`config.mk`:
```
export PLATFORM = sky130hd
export DESIGN_NAME = x86_page_table_walker
export DESIGN_NICKNAME = d
export VERILOG_FILES = /design/src/sv/ptw_pkg.sv /design/src/sv/x86_page_table_walker.sv
export SDC_FILE = /design/constraint.sdc
export NUM_CORES = 1
export LEC_CHECK = 0
export ABC_CLOCK_PERIOD_IN_PS = 4000
export BUFFER_PORTS_ARGS = -buffer_cell sky130_fd_sc_hd__clkbuf_2
export CORE_MARGIN = 3
export CORE_UTILIZATION = 34
export DETAILED_ROUTE_END_ITERATION = 10
export PLACE_DENSITY = 0.7
export SLEW_MARGIN = 0
export SYNTH_ARGS = -nofsm -noshare
export SYNTH_HDL_FRONTEND = slang
export SYNTH_SLANG_ARGS = --single-unit
```
`constraint.sdc`:
```
create_clock -name clk -period 4 [get_ports clk]
set_input_delay 0.6 -clock clk [delete_from_list [all_inputs] [get_ports clk]]
set_output_delay 0.6 -clock clk [all_outputs]
set_load 0.05 [all_outputs]
```
`src/sv/ptw_pkg.sv`:
```
`timescale 1ns / 1ps
// ----------------------------------------------------------------------------
// ptw_pkg
// Shared types, codes and a helper function of the x86 page table walker.
// ----------------------------------------------------------------------------
package ptw_pkg;

    localparam int PHYS_ADDR_BITS_DEF = 52;
    localparam int ADDR_W             = 52;
    localparam int VA_W               = 64;
    localparam int CFG_DATA_W         = 64;
    localparam int CFG_ADDR_W         = 5;

    typedef enum logic [1:0] {
        MODE_NONE  = 2'd0,
        MODE_32    = 2'd1,
        MODE_PAE   = 2'd2,
        MODE_LONG4 = 2'd3
    } mode_t;

    typedef enum logic [1:0] {
        REG_PAGING = 2'd0,
        REG_PAE    = 2'd1,
        REG_LME    = 2'd2,
        REG_DIR    = 2'd3
    } cfg_reg_t;

    typedef enum logic {
        ACT_TRANSLATE = 1'b0,
        ACT_ENTRY     = 1'b1
    } action_t;

    typedef enum logic {
        KIND_READ = 1'b0,
        KIND_DONE = 1'b1
    } kind_t;

    typedef enum logic [1:0] {
        STAT_OK          = 2'd0,
        STAT_NOT_PRESENT = 2'd1,
        STAT_READ_FAILED = 2'd2,
        STAT_UNEXPECTED  = 2'd3
    } status_t;

    typedef enum logic [1:0] {
        PS_4K = 2'd0,
        PS_2M = 2'd1,
        PS_4M = 2'd2,
        PS_1G = 2'd3
    } page_size_t;

    typedef struct packed {
        kind_t              kind;
        logic [ADDR_W-1:0]  read_address;
        logic [3:0]         read_bytes;
        logic [ADDR_W-1:0]  physical_address;
        status_t            status;
        logic [1:0]         fault_level;
        page_size_t         page_size;
    } result_t;

    localparam logic [ADDR_W-1:0] BASE_MASK_32   = 52'h00000fffff000;
    localparam logic [ADDR_W-1:0] BASE_MASK_PAE  = 52'h00000ffffffe0;
    localparam logic [ADDR_W-1:0] BASE_MASK_LONG = 52'hffffffffff000;

    // Byte offset of the entry in the table that lies d levels above the page.
    function automatic logic [11:0] entry_offset(mode_t mode, logic [VA_W-1:0] va,
                                                 logic [1:0] d);
        logic [11:0] off;
        off = '0;
        if (mode == MODE_32) begin
            case (d)
                2'd0:    off = {va[21:12], 2'b00};
                2'd1:    off = {va[31:22], 2'b00};
                default: off = '0;
            endcase
        end
        else begin
            case (d)
                2'd0:    off = {va[20:12], 3'b000};
                2'd1:    off = {va[29:21], 3'b000};
                2'd2:    off = {va[38:30], 3'b000};
                default: off = {va[47:39], 3'b000};
            endcase
        end
        return off;
    endfunction

endpackage

```
`src/sv/x86_page_table_walker.sv`:
```
`timescale 1ns / 1ps
// ----------------------------------------------------------------------------
// x86_page_table_walker
// Steps an x86 page table walk by one level per request, in 32-bit, PAE or
// 4-level mode, or passes addresses through when paging is off.
// ----------------------------------------------------------------------------
//  Channel | Handshake                        | Payload
//  --------+----------------------------------+---------------------------------
//  in      | in_valid / in_stall              | action, virtual_address,
//          |                                  | table_entry, read_failed
//  out     | out_valid / out_stall            | result_kind, read_address,
//          |                                  | read_bytes, physical_address,
//          |                                  | status, fault_level, page_size
//  cfg     | psel, penable, pwrite, pready    | paddr, pwdata, prdata
//
// One request is accepted per cycle unless in_stall holds the input channel.
// The input register and the result register each hold one request; the
// walk state is updated when a request moves from one to the other.
// A stalled output holds the result register, and the input register then
// stalls the input channel. Reset idles the walk and clears the control state.
// ----------------------------------------------------------------------------
module x86_page_table_walker
#(
    parameter int PHYS_ADDR_BITS = ptw_pkg::PHYS_ADDR_BITS_DEF
)
(
    input  logic                               clk,
    input  logic                               rst_n,

    input  logic                               psel,
    input  logic                               penable,
    input  logic                               pwrite,
    input  logic [ptw_pkg::CFG_ADDR_W-1:0]     paddr,
    input  logic [ptw_pkg::CFG_DATA_W-1:0]     pwdata,
    output logic [ptw_pkg::CFG_DATA_W-1:0]     prdata,
    output logic                               pready,

    input  logic                               in_valid,
    output logic                               in_stall,
    input  logic                               action,
    input  logic [ptw_pkg::VA_W-1:0]           virtual_address,
    input  logic [ptw_pkg::VA_W-1:0]           table_entry,
    input  logic                               read_failed,

    output logic                               out_valid,
    input  logic                               out_stall,
    output logic                               result_kind,
    output logic [ptw_pkg::ADDR_W-1:0]         read_address,
    output logic [3:0]                         read_bytes,
    output logic [ptw_pkg::ADDR_W-1:0]         physical_address,
    output logic [1:0]                         status,
    output logic [1:0]                         fault_level,
    output logic [1:0]                         page_size
);

    import ptw_pkg::*;

    localparam logic [63:0]       PMASK64 = (64'd1 << PHYS_ADDR_BITS) - 64'd1;
    localparam logic [ADDR_W-1:0] PMASK   = PMASK64[ADDR_W-1:0];

    logic               paging_reg;
    logic               pae_reg;
    logic               lme_reg;
    logic [ADDR_W-1:0]  dir_reg;
    logic               cfg_write;
    cfg_reg_t           cfg_sel;

    logic               in_valid_reg;
    logic               action_reg;
    logic [VA_W-1:0]    va_reg;
    logic [VA_W-1:0]    entry_reg;
    logic               failed_reg;

    logic               busy_reg;
    logic               busy_next;
    logic [1:0]         level_reg;
    logic [1:0]         level_next;
    logic [VA_W-1:0]    saved_reg;
    logic [VA_W-1:0]    saved_next;

    logic               out_valid_reg;
    result_t            result_reg;
    result_t            result_next;

    logic               load_out;
    logic               advance;

    mode_t              mode;
    logic [1:0]         last_d;
    logic [1:0]         lvl;
    logic [1:0]         d;
    logic [3:0]         esize;
    logic [VA_W-1:0]    va_req;
    logic [VA_W-1:0]    va_walk;
    logic [VA_W-1:0]    entry;
    logic [ADDR_W-1:0]  base;
    logic [ADDR_W-1:0]  frame;
    logic [39:0]        big4m;

    // Configuration port.
    assign pready    = 1'b1;
    assign cfg_write = psel && penable && pwrite && pready;
    assign cfg_sel   = cfg_reg_t'(paddr[4:3]);

    always_ff @(posedge clk or negedge rst_n)
    begin
        if (!rst_n)
        begin
            paging_reg <= 1'b0;
            pae_reg    <= 1'b0;
            lme_reg    <= 1'b0;
            dir_reg    <= '0;
        end
        else if (cfg_write)
        begin
            unique case (cfg_sel)
                REG_PAGING: paging_reg <= pwdata[0];
                REG_PAE:    pae_reg    <= pwdata[0];
                REG_LME:    lme_reg    <= pwdata[0];
                REG_DIR:    dir_reg    <= pwdata[ADDR_W-1:0];
                default:    dir_reg    <= dir_reg;
            endcase
        end
    end

    always_comb
    begin
        unique case (cfg_sel)
            REG_PAGING: prdata = {{(CFG_DATA_W-1){1'b0}}, paging_reg};
            REG_PAE:    prdata = {{(CFG_DATA_W-1){1'b0}}, pae_reg};
            REG_LME:    prdata = {{(CFG_DATA_W-1){1'b0}}, lme_reg};
            REG_DIR:    prdata = {{(CFG_DATA_W-ADDR_W){1'b0}}, dir_reg};
            default:    prdata = '0;
        endcase
    end

    // Handshake between the input register and the result register.
    assign load_out = !out_valid_reg || !out_stall;
    assign advance  = in_valid_reg && load_out;
    assign in_stall = in_valid_reg && !load_out;

    always_ff @(posedge clk or negedge rst_n)
    begin
        if (!rst_n)
        begin
            in_valid_reg <= 1'b0;
        end
        else if (!in_stall)
        begin
            in_valid_reg <= in_valid;
        end
    end

    always_ff @(posedge clk)
    begin
        if (in_valid && !in_stall)
        begin
            action_reg <= action;
            va_reg     <= virtual_address;
            entry_reg  <= table_entry;
            failed_reg <= read_failed;
        end
    end

    // One level of the walk.
    always_comb
    begin
        if (!paging_reg)
            mode = MODE_NONE;
        else if (!pae_reg)
            mode = MODE_32;
        else if (lme_reg)
            mode = MODE_LONG4;
        else
            mode = MODE_PAE;

        last_d = (mode == MODE_32) ? 2'd1 : (mode == MODE_PAE) ? 2'd2 : 2'd3;
        lvl    = (level_reg > last_d) ? last_d : level_reg;
        d      = last_d - lvl;
        esize  = (mode == MODE_32) ? 4'd4 : 4'd8;

        va_req  = (mode == MODE_LONG4) ? va_reg : {32'd0, va_reg[31:0]};
        va_walk = (mode == MODE_LONG4) ? saved_reg : {32'd0, saved_reg[31:0]};
        entry   = (mode == MODE_32) ? {32'd0, entry_reg[31:0]} : entry_reg;

        case (mode)
            MODE_32:  base = dir_reg & BASE_MASK_32;
            MODE_PAE: base = dir_reg & BASE_MASK_PAE;
            default:  base = dir_reg & BASE_MASK_LONG;
        endcase

        if (mode == MODE_32)
            frame = {20'd0, entry[31:12], 12'd0};
        else
            frame = {entry[ADDR_W-1:12], 12'd0} & PMASK;

        big4m = {entry[20:13], entry[31:22], va_walk[21:0]};

        busy_next  = busy_reg;
        level_next = level_reg;
        saved_next = saved_reg;

        result_next.kind             = KIND_DONE;
        result_next.read_address     = '0;
        result_next.read_bytes       = esize;
        result_next.physical_address = '0;
        result_next.status           = STAT_OK;
        result_next.fault_level      = lvl;
        result_next.page_size        = PS_4K;

        if (action_t'(action_reg) == ACT_TRANSLATE)
        begin
            saved_next                = va_reg;
            level_next                = 2'd0;
            result_next.fault_level   = 2'd0;
            if (mode == MODE_NONE)
            begin
                busy_next                    = 1'b0;
                result_next.physical_address = va_reg[ADDR_W-1:0] & PMASK;
            end
            else
            begin
                busy_next                = 1'b1;
                result_next.kind         = KIND_READ;
                result_next.read_address =
                    ((base & PMASK) + {40'd0, entry_offset(mode, va_req, last_d)}) & PMASK;
            end
        end
        else if (!busy_reg || mode == MODE_NONE)
        begin
            busy_next               = 1'b0;
            result_next.status      = STAT_UNEXPECTED;
            result_next.fault_level = level_reg;
        end
        else if (failed_reg)
        begin
            busy_next          = 1'b0;
            result_next.status = STAT_READ_FAILED;
        end
        else if (!entry[0])
        begin
            busy_next          = 1'b0;
            result_next.status = STAT_NOT_PRESENT;
        end
        else if (d == 2'd0)
        begin
            busy_next                    = 1'b0;
            result_next.physical_address = {frame[ADDR_W-1:12], va_walk[11:0]} & PMASK;
        end
        else if (d == 2'd1 && entry[7])
        begin
            busy_next = 1'b0;
            if (mode == MODE_32)
            begin
                result_next.physical_address = {12'd0, big4m} & PMASK;
                result_next.page_size        = PS_4M;
            end
            else
            begin
                result_next.physical_address = {frame[ADDR_W-1:21], va_walk[20:0]} & PMASK;
                result_next.page_size        = PS_2M;
            end
        end
        else if (d == 2'd2 && mode == MODE_LONG4 && entry[7])
        begin
            busy_next                    = 1'b0;
            result_next.physical_address = {frame[ADDR_W-1:30], va_walk[29:0]} & PMASK;
            result_next.page_size        = PS_1G;
        end
        else
        begin
            level_next               = lvl + 2'd1;
            result_next.kind         = KIND_READ;
            result_next.fault_level  = lvl + 2'd1;
            result_next.read_address =
                (frame + {40'd0, entry_offset(mode, va_walk, d - 2'd1)}) & PMASK;
        end
    end

    always_ff @(posedge clk or negedge rst_n)
    begin
        if (!rst_n)
        begin
            busy_reg      <= 1'b0;
            level_reg     <= 2'd0;
            saved_reg     <= '0;
            out_valid_reg <= 1'b0;
        end
        else
        begin
            if (advance)
            begin
                busy_reg  <= busy_next;
                level_reg <= level_next;
                saved_reg <= saved_next;
            end
            if (load_out)
            begin
                out_valid_reg <= in_valid_reg;
            end
        end
    end

    always_ff @(posedge clk)
    begin
        if (advance)
        begin
            result_reg <= result_next;
        end
    end

    assign out_valid        = out_valid_reg;
    assign result_kind      = result_reg.kind;
    assign read_address     = result_reg.read_address;
    assign read_bytes       = result_reg.read_bytes;
    assign physical_address = result_reg.physical_address;
    assign status           = result_reg.status;
    assign fault_level      = result_reg.fault_level;
    assign page_size        = result_reg.page_size;

endmodule

```
# Yosys cells after proc, flatten, opt, wreduce, memory -nomap -nowiden
# Index checks and enable logic that the tools add are counted.
# classes
n_bitwise	2
n_reduce_logical	28
muxes	71
n_eq_ne	19
order_cmp	1
add_sub_neg	5
# op_table
operator	count
$mux W52	11
$mux W53	8
$pmux W64 S4	1
$mux W12	11
$add A52 B12 Y52	2
$pmux W52 S2	1
$mux W48	2
$pmux W12 S3	2
$pmux W12 S2	2
$mux W2	17
$mux W4	5
$eq A2 B2 Y1 const B	7
$reduce_and A2 Y1	6
$mux W1	11
$eq A2 B1 Y1 const B	5
$logic_not A2 Y1	5
$ne A2 B2 Y1 const B	5
$logic_and A1 B1 Y1	8
$ne A7 B3 Y1 const B	1
$reduce_and A7 Y1	1
$logic_not A1 Y1	5
$reduce_or A5 Y1	1
$add A2 B1 Y2 const B	1
$gt A2 B2 Y1	1
5 further kinds	7
# word_totals
in_bits	206
elab_cells	146
reg_bits	329
out_inout_bits	182

# Depth between registers and ports, before layout
# Gate-level depths: netlist of run 1.
# logic_depth
ltp_word	28
mapped_depth	20
depth_no_buf	15

# Least setup slack after synthesis of run 1
# Ideal clock, no wire load.
# synth_timing
path_type	register to register
from	reg pae_reg
to	reg result_reg (netlist bit read_address[11]), data pin
stages_incl_launch_ff	20
arrival_time_ns	4.191
synth_period_minus_slack_ns	4.360
setup_ns	0.169
required_ns	3.831
path_buffers	7
slack_ns	-0.360
cell_sequence	dfrtp_1 -> buf_4 -> nand2b_1 -> clkbuf_1 -> clkbuf_1 -> clkbuf_8 -> ha_1 -> nor2b_1 -> o21ai_1 -> mux2i_1 -> ha_1 -> ha_1 -> buf_2 -> a21o_1 -> clkbuf_1 -> a31o_2 -> nor2_2 -> clkbuf_1 -> nand3_1 -> o31ai_1
# synth_rtl
element	line	text
start: declaration	x86_page_table_walker.sv:62	logic pae_reg;
start signal: assignment	x86_page_table_walker.sv:118	REG_PAE: pae_reg <= pwdata[0];
end signal: assignment	x86_page_table_walker.sv:308	result_reg <= result_next;
end: declaration	x86_page_table_walker.sv:82	result_t result_reg;

==> impl_metrics.toml, run 1 <==
[yosys]
avgSynthCellArea_um2 = 12.8
synth_edf_count = 207
synth_commonest_cells = "207 x edfxtp_1, 112 x nand2_1, 102 x dfrtp_1, 93 x mux2_2, 58 x o21ai_1"
synthAdderAreaFrac = 0.0156
synth.most_common_cell = "edfxtp_1"
synth_compound_area_frac = 0.0982
synth.area.top_cells = "edfxtp_1 44%, dfrtp_1 18%, mux2_2 7.4%"
syn_inst = 1096
synthDistinctLibCells = 74
synth_ff_type = "edfxtp_1"
yosys_register_bits = 309
synth_area_um2 = 14100
synth_xor_area_frac = 0.0249
synth_top_family_by_area = "simple AND/OR/NAND/NOR gates"
yosys.area.top_type = "edfxtp_1"
synthSimpleGateAreaFrac = 0.116
ys_seq_area_frac = 0.623
synthMuxAreaShare = 0.0859
async_reset_ff_frac = 0.330
yosys_warnings = 0
netlist.area_leader.share = 0.441

[layout]
syn_to_final_growth_pct = 24.2
drive_gt1_frac = 0.366
multi_input_area_um2 = 4910
regArea_um2 = 8770
fin_util = 0.434
n_fill_cell = 3791
nNetsFinal = 1640

[die]
die_y_um = 210
fp.coreArea_um2 = 40300
die_area_um2 = 43900
initial_core_util = 0.350
dieWidth_um = 210
ioPinCount = 388
row_count = 73

[route]
wl_per_cell_um = 23.3
ant_nets = 0
drt_first_pass_iters = 5
drt_iter0_markers = 806
route.detailed.drc = 0
via_per_inst = 5.35
dr_total_vias = 10545
wl_um = 46000

[sta]
max_freq_mhz = 265
clock_skew_ns = 0.0273
slew_violations = 0
rsz0062_at_grt = "false"
setup_violations = 0
hold_viol_final = 0
max_slew.worst_pin.slew_ns = 0.929
fin_crit_sh = 0.943
slew_headroom = 0.371
period_needed_ns = 3.77
finalSetupTns_ns = 0
finalWorstSetupSlack_ns = 0.227

[worst_hold_path]
hp-class = "in2async"

[setup_path]
startpoint_type = "flip-flop"
critPathCaptureType = "flip-flop"
cp_slowest_cell = "dfrtp_1"
reg2reg_to = "read_address[46]"
slowest_delay_ns = 0.44
reg2regPathDepth = 14
critPathBufInv = 1
crit_top_cell = "ha_1"
path_cells = "nand2b_2, ha_1, nor2b_1, o21ai_1, mux2i_2, ha_1, xnor2_1, ha_1, a21o_1, a31o_2, nor2_4, buf_12, a32oi_1, o31ai_1"
ff2ff_setup_slack_ns = 0.23
crit_type = "reg2reg"
required_ns = 4.34
critPathTopFamily = "compound AO/OA/AOI/OAI gates"
timing.rr.start = "pae_reg"
path_max_fanout = 27
arrival_ns = 4.12

[clock_network]
cts_tree = "yes"
cts_sinks = 309
hold_buffers = 0
postCtsSetupBuffers = 0
cts-root-buf = "clkbuf_16"
numCtsBuffers = 36
ctsResizeCount = 0
cts-htree-levels = 2
clockBufferDepth = 3
clkTransAtPathRegs_ns = 0.06
clk_latency_ns = 0.55

[grt]
grt.total_usage = 0.203
overflow = 0
grt_max_degree = 69
grt_pass1_vias = 10541
antenna_found_initial = 4
grt_pass1_wl_um = 67400

[pwr]
leakage_nw = 7.21
p_per_area_nw_per_um2 = 552
p_total_mw = 9.65
ir_drop_mv = 0.332

[job]
drv_cap = 0

[outcome]
status = "finished, final reports clean"

[placed_design]
gp_congestion = 0.915
place_ws_ns = 0.249
io_buffers = 321
hpwl_um = 34100
[logic make-up after synthesis]
kind of cell,count (synthesis)
compound gates,202
xor+xnor,40
fa+ha+maj,17
buf+inv,102
flops,309
mux,108
other cells,2
simple gates,316
[worst reg2reg max path, stage by stage, from the launching register on]
cell	delay (ns)
dfrtp_1	0.44
nand2b_2	0.27
ha_1	0.31
nor2b_1	0.13
o21ai_1	0.18
mux2i_2	0.26
ha_1	0.19
xnor2_1	0.12
ha_1	0.23
a21o_1	0.33
a31o_2	0.33
nor2_4	0.31
buf_12	0.23
a32oi_1	0.13
o31ai_1	0.11
[final cells by class]
type | instances | share of cell area
tap | 525 | 0.0376
timing repair buffer | 352 | 0.108
inverter | 18 | 0.00401
clock buffer | 46 | 0.0555
sequential | 309 | 0.502
antenna | 1 | 0.000143
clock inverter | 19 | 0.0121
multi-input combinational | 700 | 0.281
[power breakdown]
part / internal (mW) / switching [mW] / total (mW) / leakage, nW
Sequential: 3.88 / 0.411 / 4.29 / 3.26
Clock: 1.98 / 1.33 / 3.32 / 0.565
Combinational: 0.658 / 1.38 / 2.04 / 3.39
Total: 6.52 / 3.12 / 9.65 / 7.21
[per-stage QoR]
stage	std cells	area (um^2)	hold slack [ns]
2_1_floorplan	1111	14200	0.304
3_3_place_gp	1904	16300	0.483
3_5_place_dp	1904	16300	0.492
4_1_cts	1969	17500	0.188
5_1_grt	1970	17500	0.199
6_report	1970	17500	0.186
[metal layers]
layer  up-vias  share of wire  wire length [um]  track usage
met3        80          0.083              3810       0.0514
met4         4          0.027              1240       0.0624
li1       4724              -                 -            -
met2       500           0.49             22500        0.336
met5         -        0.00059                27            0
met1      5237           0.40             18400        0.263
[placed cells by master, fill, tap and decap left out, types with 27 or more instances in the layout]
cell,n
edfxtp_1,207
nor2_1,27
clkbuf_16,37
nand2_1,112
and3_1,51
o21ai_1,58
clkbuf_2,320
dfrtp_1,102
buf_4,28
mux2_2,93
nand3_1,37
[how the worst max path moves through the flow]
stage                     slack [ns]  cells after the start          endpoint  startpoint
after floorplan               0.0005                     19    fault_level[1]     pae_reg
after global placement          0.34                     14  read_address[39]     pae_reg
after detailed placement        0.25                     14  read_address[46]     pae_reg
after CTS                       0.24                     14  read_address[46]     pae_reg
after global routing            0.04                     14  read_address[46]     pae_reg
final                           0.23                     14  read_address[46]     pae_reg
Note: power is estimated with default switching activity, not from simulation.
==> run 2: changes to the inputs <==
--- a/config.mk
+++ b/config.mk
@@ -7,10 +7,11 @@
 export LEC_CHECK = 0
 export ABC_CLOCK_PERIOD_IN_PS = 4000
 export BUFFER_PORTS_ARGS = -buffer_cell sky130_fd_sc_hd__clkbuf_2
+export CAP_MARGIN = 30
 export CORE_MARGIN = 3
-export CORE_UTILIZATION = 34
+export CORE_UTILIZATION = 48
 export DETAILED_ROUTE_END_ITERATION = 10
-export PLACE_DENSITY = 0.7
+export PLACE_DENSITY = 0.81
 export SLEW_MARGIN = 0
 export SYNTH_ARGS = -nofsm -noshare
 export SYNTH_HDL_FRONTEND = slang
==> impl_metrics.toml, run 2 (synthesized netlist as in run 1, its figures left out) <==
[sta]
period_needed_ns = 3.71
finalSetupTns_ns = 0
slew_violations = 0
max_freq_mhz = 269
rsz0062_at_grt = "false"
max_slew.worst_pin.slew_ns = 0.908
hold_viol_final = 0
clock_skew_ns = 0.0192
setup_violations = 0
slew_headroom = 0.385
fin_crit_sh = 0.928

[route]
dr_total_vias = 10567
drt_first_pass_iters = 6
ant_nets = 0
via_per_inst = 5.78
wl_um = 41400
route.detailed.drc = 0
drt_iter0_markers = 1052
wl_per_cell_um = 22.7

[clock_network]
cts_sinks = 309
clk_latency_ns = 0.53
numCtsBuffers = 34
cts_tree = "yes"
clkTransAtPathRegs_ns = 0.06
hold_buffers = 0
postCtsSetupBuffers = 0
cts-htree-levels = 2
cts-root-buf = "clkbuf_16"
clockBufferDepth = 3
ctsResizeCount = 0

[layout]
drive_gt1_frac = 0.365
syn_to_final_growth_pct = 22.5
layout_commonest_cell = "clkbuf_2"
antenna_cells = 0
layout_common_cells = "320 x clkbuf_2, 207 x edfxtp_1, 112 x nand2_1"
nNetsFinal = 1641

[grt]
grt_pass1_vias = 10435
grt_max_degree = 66
use_met3 = 0.0558
grt.met1_usage = 0.349
grt.total_usage = 0.257
grt_pass1_wl_um = 61300
overflow = 0
grt-busiest-layer = "met2"
antenna_found_initial = 1
met2_usage = 0.412

[setup_path]
crit_type = "reg2reg"
path_max_fanout = 34
ff2ff_setup_slack_ns = 0.29
arrival_ns = 4.02
reg2reg_to = "read_address[13]"
required_ns = 4.31
cp-startpoint = "pae_reg"
critPathCaptureType = "flip-flop"
timing.rr.start = "pae_reg"
reg2regPathDepth = 14
startpoint_type = "flip-flop"

[die]
dieWidth_um = 177
ioPinCount = 388
fp.coreArea_um2 = 28800
die_y_um = 177
row_count = 62
die_area_um2 = 31400
initial_core_util = 0.489

[worst_hold_path]
hp-class = "in2async"

[outcome]
status = "finished, final reports clean"

[pwr]
leakage_nw = 7.19
ir_drop_mv = 0.420
p_per_area_nw_per_um2 = 542
p_total_mw = 9.35

[placed_design]
gp_congestion = 0.950
io_buffers = 321
hpwl_um = 30400

[job]
drv_cap = 0
## run 2: cell count changes in the layout (fill, tap and decap cells not counted), sizes merged
cell	delta
bufinv	-2
clkinv	+2
clkinvlp	-2
buf	+3
inv	-1
diode	-1
## run 2: cell type report
| cell class | instances | area, um^2 |
|---|---|---|
| inverter | 18 | 70.1 |
| timing repair buffer | 355 | 1930 |
| multi-input combinational | 700 | 4910 |
| clock buffer | 46 | 916 |
| sequential | 309 | 8770 |
| tap | 384 | 480 |
| fill | 2288 | 11500 |
| clock inverter | 16 | 175 |
## run 2: how the worst max path moves through the flow
stage | endpoint | slack, ns
2_1_floorplan | fault_level[1] | 0.0005
3_3_place_gp | physical_address[51] | 0.31
3_5_place_dp | read_address[11] | 0.35
4_1_cts | read_address[11] | 0.32
5_1_grt | read_address[13] | 0.08
6_report | read_address[13] | 0.29
## run 2: where the power goes
| group | switching [mW] | total [mW] | internal (mW) |
|---|---|---|---|
| logic | 1.35 | 2.02 | 0.670 |
| clock network | 1.28 | 3.05 | 1.77 |
| registers | 0.396 | 4.28 | 3.88 |
| total | 3.03 | 9.35 | 6.32 |
## run 2: worst max-delay path, stage by stage (launching register included)
cell      delay (ns)
dfrtp_1         0.46
nand2b_2        0.26
ha_1            0.30
nor2b_1         0.14
o21ai_1         0.18
mux2i_2         0.28
ha_1            0.20
xnor2_1         0.14
ha_1            0.24
a21o_1          0.24
a31o_2          0.27
nor2_4          0.28
buf_12          0.25
nand2_1         0.07
o21ai_1         0.17
## run 2: stage by stage
stage / hold slack, ns / util / area, um^2 / setup slack [ns] / cells
after floorplan: 0.304 / - / 14200 / 0.000513 / 1111
after global placement: 0.474 / 0.560 / 16100 / 0.313 / 1764
after detailed placement: 0.490 / 0.562 / 16200 / 0.353 / 1766
after CTS: 0.206 / 0.600 / 17300 / 0.324 / 1828
after global routing: 0.227 / 0.600 / 17300 / 0.0790 / 1828
final: 0.176 / 0.600 / 17300 / 0.289 / 1828
## run 2: metal layers
layer | wire, um | part of all wire | vias up
met5 | 13 | 0.00031 | -
met4 | 1480 | 0.036 | 2
met3 | 3780 | 0.091 | 89
met2 | 19600 | 0.47 | 553
met1 | 16500 | 0.40 | 5192
li1 | - | - | 4731
==> run 3: changes to the inputs <==
--- a/config.mk
+++ b/config.mk
@@ -9,9 +9,10 @@
 export BUFFER_PORTS_ARGS = -buffer_cell sky130_fd_sc_hd__clkbuf_2
 export CAP_MARGIN = 30
 export CORE_MARGIN = 3
-export CORE_UTILIZATION = 48
+export CORE_UTILIZATION = 49
+export CTS_BUF_LIST = sky130_fd_sc_hd__clkbuf_8
 export DETAILED_ROUTE_END_ITERATION = 10
-export PLACE_DENSITY = 0.81
+export PLACE_DENSITY = 0.82
 export SLEW_MARGIN = 0
 export SYNTH_ARGS = -nofsm -noshare
 export SYNTH_HDL_FRONTEND = slang
==> impl_metrics.toml, run 3 (synthesized netlist as in run 1, its figures left out) <==
[setup_path]
crit_type = "reg2reg"
required_ns = 4.34
startpoint_type = "flip-flop"
slowest_delay_ns = 0.50
path_max_fanout = 15
path_cells = "buf_4, and3_1, a22o_1, inv_1, fa_1, nor2b_1, o2111ai_1, a31oi_1, buf_12, nand4b_1, xnor2_1, o21ai_1"
ff2ff_setup_slack_ns = 0.25
arrival_ns = 4.09
critPathTopFamily = "compound AO/OA/AOI/OAI gates"
critPathBufInv = 3
critPathCaptureType = "flip-flop"
cp_slowest_cell = "dfrtp_1"

[clock_network]
cts-htree-levels = 2
cts-root-buf = "clkbuf_8"
clk_latency_ns = 0.60
numCtsBuffers = 52
cts_tree = "yes"
clkTransAtPathRegs_ns = 0.07
clockBufferDepth = 3
ctsResizeCount = 0
hold_buffers = 1
postCtsSetupBuffers = 0
cts_sinks = 309

[die]
fp.coreArea_um2 = 28100
ioPinCount = 388
die_y_um = 176
initial_core_util = 0.501
row_count = 61
die_area_um2 = 30800
dieWidth_um = 176

[route]
wl_per_cell_um = 22.5
drt_first_pass_iters = 6
dr_total_vias = 10765
drt_iter0_markers = 1160
via_per_inst = 5.77
route.detailed.drc = 0
wl_um = 41900
ant_nets = 0

[placed_design]
place_area_um2 = 16200
gp_congestion = 0.935
io_buffers = 321
hpwl_um = 30800

[worst_hold_path]
hp-class = "in2reg"

[sta]
rsz0062_at_grt = "false"
max_slew.worst_pin.slew_ns = 0.837
finalSetupTns_ns = 0
clock_skew_ns = 0.0374
max_freq_mhz = 266
hold_viol_final = 0
slew_headroom = 0.442
slew_violations = 0
fin_crit_sh = 0.938
setup_violations = 0
period_needed_ns = 3.75

[outcome]
status = "finished, final reports clean"

[grt]
grt.total_usage = 0.267
grt_pass1_wl_um = 62800
grt_max_degree = 62
antenna_found_initial = 5
grt_pass1_vias = 10853
overflow = 0

[job]
drv_cap = 0

[pwr]
leakage_nw = 7.34
p_int_mw = 6.37
p_sw_mw = 3.07
p_per_area_nw_per_um2 = 543
sw_frac_of_total = 0.325
combPwrFrac = 0.214
power_frac_seq = 0.453
pwr-share-clk = 0.333
ir_drop_mv = 0.442

[layout]
layout_commonest_cell = "clkbuf_2"
syn_to_final_growth_pct = 23.5
layout_common_cells = "320 x clkbuf_2, 207 x edfxtp_1, 112 x nand2_1"
nNetsFinal = 1664
fin_area_um2 = 17400
drive_gt1_frac = 0.378
run 3: cell count changes in the layout (fill, tap and decap cells not counted), sizes merged:
cell         before  now
buf              35   39
bufinv            2    8
clkbuf          366  375
clkinv           10   17
diode             0    2
dlygate4sd3       0    1
inv              20   34
run 3: through the flow:
stage	total power, mW	hold WS, ns	utilization	instances	setup slack, ns
after floorplan	5.70	0.304	-	1111	0.000513
after global placement	6.27	0.480	0.574	1761	0.359
after detailed placement	6.33	0.488	0.577	1764	0.334
after CTS	9.48	0.134	0.619	1863	0.317
after global routing	9.83	0.136	0.619	1865	0.180
final	9.44	0.175	0.619	1865	0.247
run 3: power groups by stage:
| stage | Clock [mW] | Sequential [mW] | Combinational [mW] |
|---|---|---|---|
| after floorplan | 0 | 4.54 | 1.15 |
| after CTS | 3.20 | 4.27 | 2.01 |
| after detailed placement | 0 | 4.33 | 2.00 |
| after global routing | 3.36 | 4.32 | 2.15 |
| final | 3.15 | 4.28 | 2.02 |
| after global placement | 0 | 4.32 | 1.95 |
run 3: path summary, 6_finish.rpt:
check                                         to       startpoint  cells past startpoint
worst max-delay path            read_address[51]       paging_reg                     12
worst min-delay path               entry_reg[36]  table_entry[36]                      1
worst max register to register  read_address[51]       paging_reg                     12
worst min register to register        dir_reg[2]       dir_reg[2]                      1
max in group asynchronous          saved_reg[33]            rst_n                      4
min in group asynchronous               busy_reg            rst_n                      2
run 3: cell type report:
| type | instances | area (um^2) |
|---|---|---|
| well taps | 378 | 473 |
| multi-input cells | 700 | 4910 |
| diodes | 2 | 5.00 |
| fillers | 2205 | 10700 |
| clock buffers | 55 | 757 |
| clock inverters | 43 | 420 |
| inverters | 18 | 70.1 |
| repair buffers | 360 | 1990 |
| flip-flops and latches | 309 | 8770 |
run 3: per-layer routing:
| layer | vias up | global-route usage | wire length (um) |
|---|---|---|---|
| li1 | 4786 | - | - |
| met4 | 6 | 0.108 | 1600 |
| met2 | 587 | 0.430 | 19900 |
| met1 | 5274 | 0.346 | 16300 |
| met5 | - | 0 | 41 |
| met3 | 112 | 0.0703 | 4020 |
run 3: worst register-to-register path: stages, from the launching register on:
cell and delay [ns]:
dfrtp_1 0.50, buf_4 0.21, and3_1 0.46, a22o_1 0.28, inv_1 0.09, fa_1 0.47
nor2b_1 0.23, o2111ai_1 0.20, a31oi_1 0.33, buf_12 0.19, nand4b_1 0.15, xnor2_1 0.33
o21ai_1 0.10
